$ cat config.mk
export PLATFORM = sky130hd
export DESIGN_NAME = rcr_queue
export DESIGN_NICKNAME = d
export VERILOG_FILES = /design/src/hdl/rcr_pkg.sv /design/src/hdl/rcr_queue.sv
export SDC_FILE = /design/constraint.sdc
export NUM_CORES = 1
export LEC_CHECK = 0
export BUFFER_PORTS_ARGS = -buffer_cell sky130_fd_sc_hd__buf_2
export CAP_MARGIN = 20
export CORE_MARGIN = 2
export CORE_UTILIZATION = 55
export DETAILED_ROUTE_END_ITERATION = 10
export PLACE_DENSITY = 0.83
export SYNTH_ARGS = -nofsm -noshare
export SYNTH_HDL_FRONTEND = slang
export SYNTH_SLANG_ARGS = --single-unit
export TNS_END_PERCENT = 1
$ cat constraint.sdc
create_clock -name i_clk -period 5.4 [get_ports i_clk]
set_input_delay 0 -clock i_clk [delete_from_list [all_inputs] [get_ports i_clk]]
set_output_delay 0 -clock i_clk [all_outputs]
set_load 0.01 [all_outputs]
$ cat src/hdl/rcr_pkg.sv
package rcr_pkg;

    // pi in Q30 and one in Q30 for the sine series
    localparam logic [31:0] PI_Q30  = 32'd3373259426;
    localparam logic [31:0] ONE_Q30 = 32'h4000_0000;

    // floor(2^32 / d) for the series divisors; estimate is at most one low
    localparam logic [31:0] RECIP_72 = 32'((64'd1 << 32) / 72);
    localparam logic [31:0] RECIP_42 = 32'((64'd1 << 32) / 42);
    localparam logic [31:0] RECIP_20 = 32'((64'd1 << 32) / 20);
    localparam logic [31:0] RECIP_6  = 32'((64'd1 << 32) / 6);

    // ray step is 1/200 of the Q1.14 direction; exact for 24-bit magnitudes
    localparam logic [24:0] STEP_RECIP = 25'(((64'd1 << 32) + 64'd199) / 64'd200);

    // configuration register indexes
    localparam logic [2:0] CFG_MAP_A     = 3'd0;
    localparam logic [2:0] CFG_MAP_B     = 3'd1;
    localparam logic [2:0] CFG_MAP_C     = 3'd2;
    localparam logic [2:0] CFG_MAP_D     = 3'd3;
    localparam logic [2:0] CFG_PLAYER_X  = 3'd4;
    localparam logic [2:0] CFG_PLAYER_Y  = 3'd5;
    localparam logic [2:0] CFG_VIEW      = 3'd6;
    localparam logic [2:0] CFG_MAX_STEPS = 3'd7;

    // characters
    localparam logic [6:0] CH_SPACE = 7'h20;
    localparam logic [6:0] CH_ZERO  = 7'h30;
    localparam logic [6:0] CH_H     = 7'h48;
    localparam logic [6:0] CH_I     = 7'h49;
    localparam logic [6:0] CH_COLON = 7'h3A;
    localparam logic [6:0] CH_HASH  = 7'h23;
    localparam logic [6:0] CH_X     = 7'h78;
    localparam logic [6:0] CH_DOT   = 7'h2E;
    localparam logic [6:0] CH_DASH  = 7'h2D;

    // ray direction handed from front to back
    typedef struct packed {
        logic signed [15:0] s;
        logic signed [15:0] c;
    } t_ray;

    function automatic logic [6:0] series_div(input logic [1:0] k);
        logic [6:0] d;
        unique case (k)
            2'd0:    d = 7'd72;
            2'd1:    d = 7'd42;
            2'd2:    d = 7'd20;
            default: d = 7'd6;
        endcase
        return d;
    endfunction

    function automatic logic [31:0] series_recip(input logic [1:0] k);
        logic [31:0] r;
        unique case (k)
            2'd0:    r = RECIP_72;
            2'd1:    r = RECIP_42;
            2'd2:    r = RECIP_20;
            default: r = RECIP_6;
        endcase
        return r;
    endfunction

endpackage

$ cat src/hdl/rcr_queue.sv
module rcr_queue (
    input  logic          i_clk,
    input  logic          i_rst_n,
    input  logic          i_push,
    input  rcr_pkg::t_ray i_data,
    output logic          o_full,
    input  logic          i_pop,
    output logic          o_valid,
    output rcr_pkg::t_ray o_data
);

    rcr_pkg::t_ray r_mem [2];
    logic          r_wr, r_rd;
    logic [1:0]    r_count;

    always_ff @(posedge i_clk) begin
        if (i_push) begin
            r_mem[r_wr] <= i_data;
            r_wr        <= ~r_wr;
        end
        if (i_pop) r_rd <= ~r_rd;
        case ({i_push, i_pop})
            2'b10:   r_count <= r_count + 2'd1;
            2'b01:   r_count <= r_count - 2'd1;
            default: r_count <= r_count;
        endcase
        if (!i_rst_n) begin
            r_wr    <= 1'b0;
            r_rd    <= 1'b0;
            r_count <= 2'd0;
        end
    end

    assign o_full  = (r_count == 2'd2);
    assign o_valid = (r_count != 2'd0);
    assign o_data  = r_mem[r_rd];

endmodule

### Yosys cells after proc, flatten, opt, wreduce, memory -nomap -nowiden

Memories as Yosys holds them, arrays and structs flattened. A register that Yosys moved wholly into a read port is not among the register bits.
Index checks and enable logic that the tools add are counted.

* register bits after elaboration: 4
* latch bits: 0
* RAM bits: 64
* ROM bits: 0
* output and inout port bits: 34
* word-level logic and storage cells: 18
* memories kept: 1

* add/sub/neg operators: 2
* multiply operators: 0
* div/mod/pow operators: 0
* magnitude comparators: 0
* equality and inequality tests: 3
* shifts and indexed selects: 0
* multiplexer cells: 5
* bitwise operators: 2
* reductions and logical operators: 2

Memory list
* r_mem: depth 2, width 32, rd ports 1, clocked after Yosys merged registers in 1, wr ports 1, line rcr_queue.sv:12 `rcr_pkg::t_ray r_mem [2];`

Operator list (number)
* equality test 2 bit (second input constant): 2
* 2-to-1 mux 1 bit: 4
* one-hot mux 2 bit (2 select lines): 1
* nonzero test 2 bit: 2
* adder 2 x 1 -> 2 bit (second input constant): 1
* equality test 2 x 1 -> 1 bit (second input constant): 1
* inverter 1 bit: 2
* subtractor 2 x 1 -> 2 bit (second input constant): 1

### Depth between registers and ports, before layout

* depth in word-level cells: 3
* depth in mapped cells: 5
* gate-level depth less buffers: 5

### Worst setup path before layout

OpenSTA, ideal clock, no wires.

* kind: flip-flop to flip-flop
* start point: reg r_wr
* end point: mem r_mem[0][0] in the netlist's numbering, enable pin
* library setup time: 423 ps
* arrival time: 1696 ps
* slack: 3281 ps
* cell stages (with the launch flop): 2
* path buffers: 0
* clock period less this slack: 2119 ps
* cells stage by stage: dfxtp_1 -> nor2_1

RTL lines
* from (decl): line rcr_queue.sv:13 `logic r_wr, r_rd;`
* from (signal assigned): line rcr_queue.sv:19 `r_wr <= ~r_wr;`
* to (decl): line rcr_queue.sv:12

Straight into the memory's write port.

==> run metrics <==
outcome completed; pwr/cell area 321 nW/um2; I/O pin count 70; Max FO, Critical Path 17; fin crit share 37.0%; via count 1464; gr usage total 20.6%; Die Height 71.8 um; RSZ-0062 raised after global routing false; n_diodes 0; fraction of registers with async set/reset 0%; Tmin final 2.00 ns; Yosys cell types 19; Core ar. 4380 um2; Post-Syn Nets 159; Rows 24; Final setup viols 0; nets 271; Reg-to-Reg Start r_wr$_SDFFE_PN0P_; Hold/Removal Path Class in -> reg; top post-synthesis cells by area edfxtp_1, mux2_2, dfxtp_1, and2_1, buf_4; chip width 71.8 um; drt initial violations 93; Synth warnings 0; Root Driver clkbuf_8; fin worst setup slack 3.40 ns; endpoints failing hold 0; final non-filler cell area 3410 um2; first-pass iteration count of the detailed router 4; Worst Hold Path Cells 3; EDFF count, synth 64; post-route ant nets 0; first-pass GRT wire length 7670 um; placed inst area 2940 um2; layout cells sized above 1 48.3%; sequential share of the synthesized area between 80% and 90%; Post-Syn Instances 122; flop2flop setup slack roughly 3.9 ns; FF+latch count, synth 69; largest net degree at the start of global routing 25; worst reg2reg path depth 2; half-perimeter wire length after placement 3030 um; Clock H-tree levels 3; Max Slew Vio Count 0; Arr. time, crit path around 2 ns; Routed WL per cell 16.7 um; Lkg Pwr 1.32 nW; DRC Markers 0; WP data required around 5.4 ns; CTS tree yes; Rel. slew slack 53.9%; IR Drop Worst-Case VDD 0.213 mV; Hold Path End r_wr$_SDFFE_PN0P_; clock sinks just under 70; count leader, synth edfxtp_1; r2r endpoint r_mem[0][0]$_DFFE_PP_; Power, Total 0.00110 W; post-synth top area share 76.0%; post-cts gate resize count 0; max cap viols 0; Fill cells 231; CTS Buf Count 9; post-CTS setup buffer count 0; clk slew on worst S/H paths 0.06 ns; list of most frequent post-synthesis cells edfxtp_1, mux2_2, dfxtp_1; number of global-route vias before repair 1669; WL final roughly 4800 um; DIE AREA 5150 um2; Initial Util 57.6%; synthesized area 2530 um2; drt via density 5.05; Longest Clk Path Bufs 2; gr ovfl total 0; Critical Path End Type primary output; Skew-Pair Late Insertion Delay between 0.3 and 0.4 ns; FMAX 0.500 GHz; Placement Setup Slack 3.75 ns; Setup Total Neg Slack 0 ns; Synth Flop Type edfxtp_1; min-delay src i_push; Worst setup SP type flop; syn_area_per_cell approximately 21 um2; synthesis-to-finish area growth 35.1%; gpl congestion between 0.7 and 0.8; Port Buffers slightly below 70; initial antenna violation count 0; Synth area leader edfxtp_1; Worst-Margin Slew about 0.69 ns; clock skew 0.00571 ns; crit path kind reg -> out
## power by group
| part | internal, W | switching, W |
|---|---|---|
| logic | 0.0000764 | 0.0000632 |
| clock network | 0.000159 | 0.000170 |
| registers | 0.000616 | 0.0000130 |
## worst max-delay path, cell delays in order, from the launching register on
cell and delay [ns]:
dfxtp_1 0.76, buf_4 0.38, mux2_2 0.39, buf_2 0.15
## worst max path at each step
stage | cells after the start | to
6_report | 3 | o_data[12]
4_1_cts | 3 | o_data[12]
2_1_floorplan | 1 | r_mem[0][0]$_DFFE_PP_
5_1_grt | 3 | o_data[16]
3_5_place_dp | 3 | o_data[9]
3_3_place_gp | 3 | o_data[11]
## state kept, by name, summed over array words and instances, names as in the netlist, named ones only
| signal | flops |
|---|---|
| r_rd | 1 |
| r_mem | 64 |
| r_wr | 1 |
| r_count | 2 |
## cell type report
type,count,area [um2],area share (%)
Inverter,1,3.75,0.110
Multi-Input combinational cell,48,478,14.0
Clock inverter,4,16.3,0.476
Timing Repair Buffer,105,698,20.4
Tap cell,52,65.1,1.91
Sequential cell,69,2020,59.2
Clock buffer,11,131,3.85
## metrics by stage
step | utilization (%) | std cells | hold WS (ns)
global route | 77.9 | 290 | 0.0220
floorplan | - | 122 | 0.0989
detailed placement | 67.0 | 242 | 0.192
global placement | 67.0 | 242 | 0.188
CTS | 77.9 | 290 | 0.00744
finish | 77.9 | 290 | 0.0168
## repair_timing
action	CTS	global route
setup endpoints to repair	0	0
hold buffers	33	0
hold endpoints to repair	69	0
## cell usage in the layout (no fill, tap or decap)
master / netlist / final
edfxtp_1: 64 / 64
buf_4: 3 / 3
nor2_2: 0 / 1
ha_1: 1 / 1
o21a_1: 1 / 1
clkinv_1: 0 / 3
mux2_2: 30 / 30
o21ai_0: 1 / 1
or3_1: 1 / 1
xnor2_1: 2 / 2
or2_2: 1 / 1
clkbuf_1: 1 / 2
clkinv_2: 0 / 1
mux2_1: 2 / 2
a21boi_1: 1 / 1
xor2_1: 1 / 1
and2b_2: 1 / 1
dfxtp_1: 5 / 5
inv_1: 1 / 1
dlygate4sd3_1: 0 / 33
nor2b_1: 1 / 1
clkbuf_8: 0 / 9
buf_2: 0 / 69
and2_1: 4 / 4
## kinds of logic (layout without fill, tap and decap cells)
kind of cell,after synthesis,in the layout,share of synthesized area (%)
mux,32,32,14.3
flops,69,69,80.0
xor+xnor,3,3,1.04
buf+inv,5,121,1.19
compound gates,3,3,0.792
fa+ha+maj,1,1,0.495
simple gates,9,9,2.23
## per-layer routing
metal  track usage [%]  vias to the layer above  wire length (um)
li1                  -                      692                 -
met1              21.6                      725              1840
met2              38.1                       43              2720
met3              5.49                        4               233
met4              10.1                        0                39
met5                 0                        -                 0
Note: power is estimated with default switching activity, not from simulation.
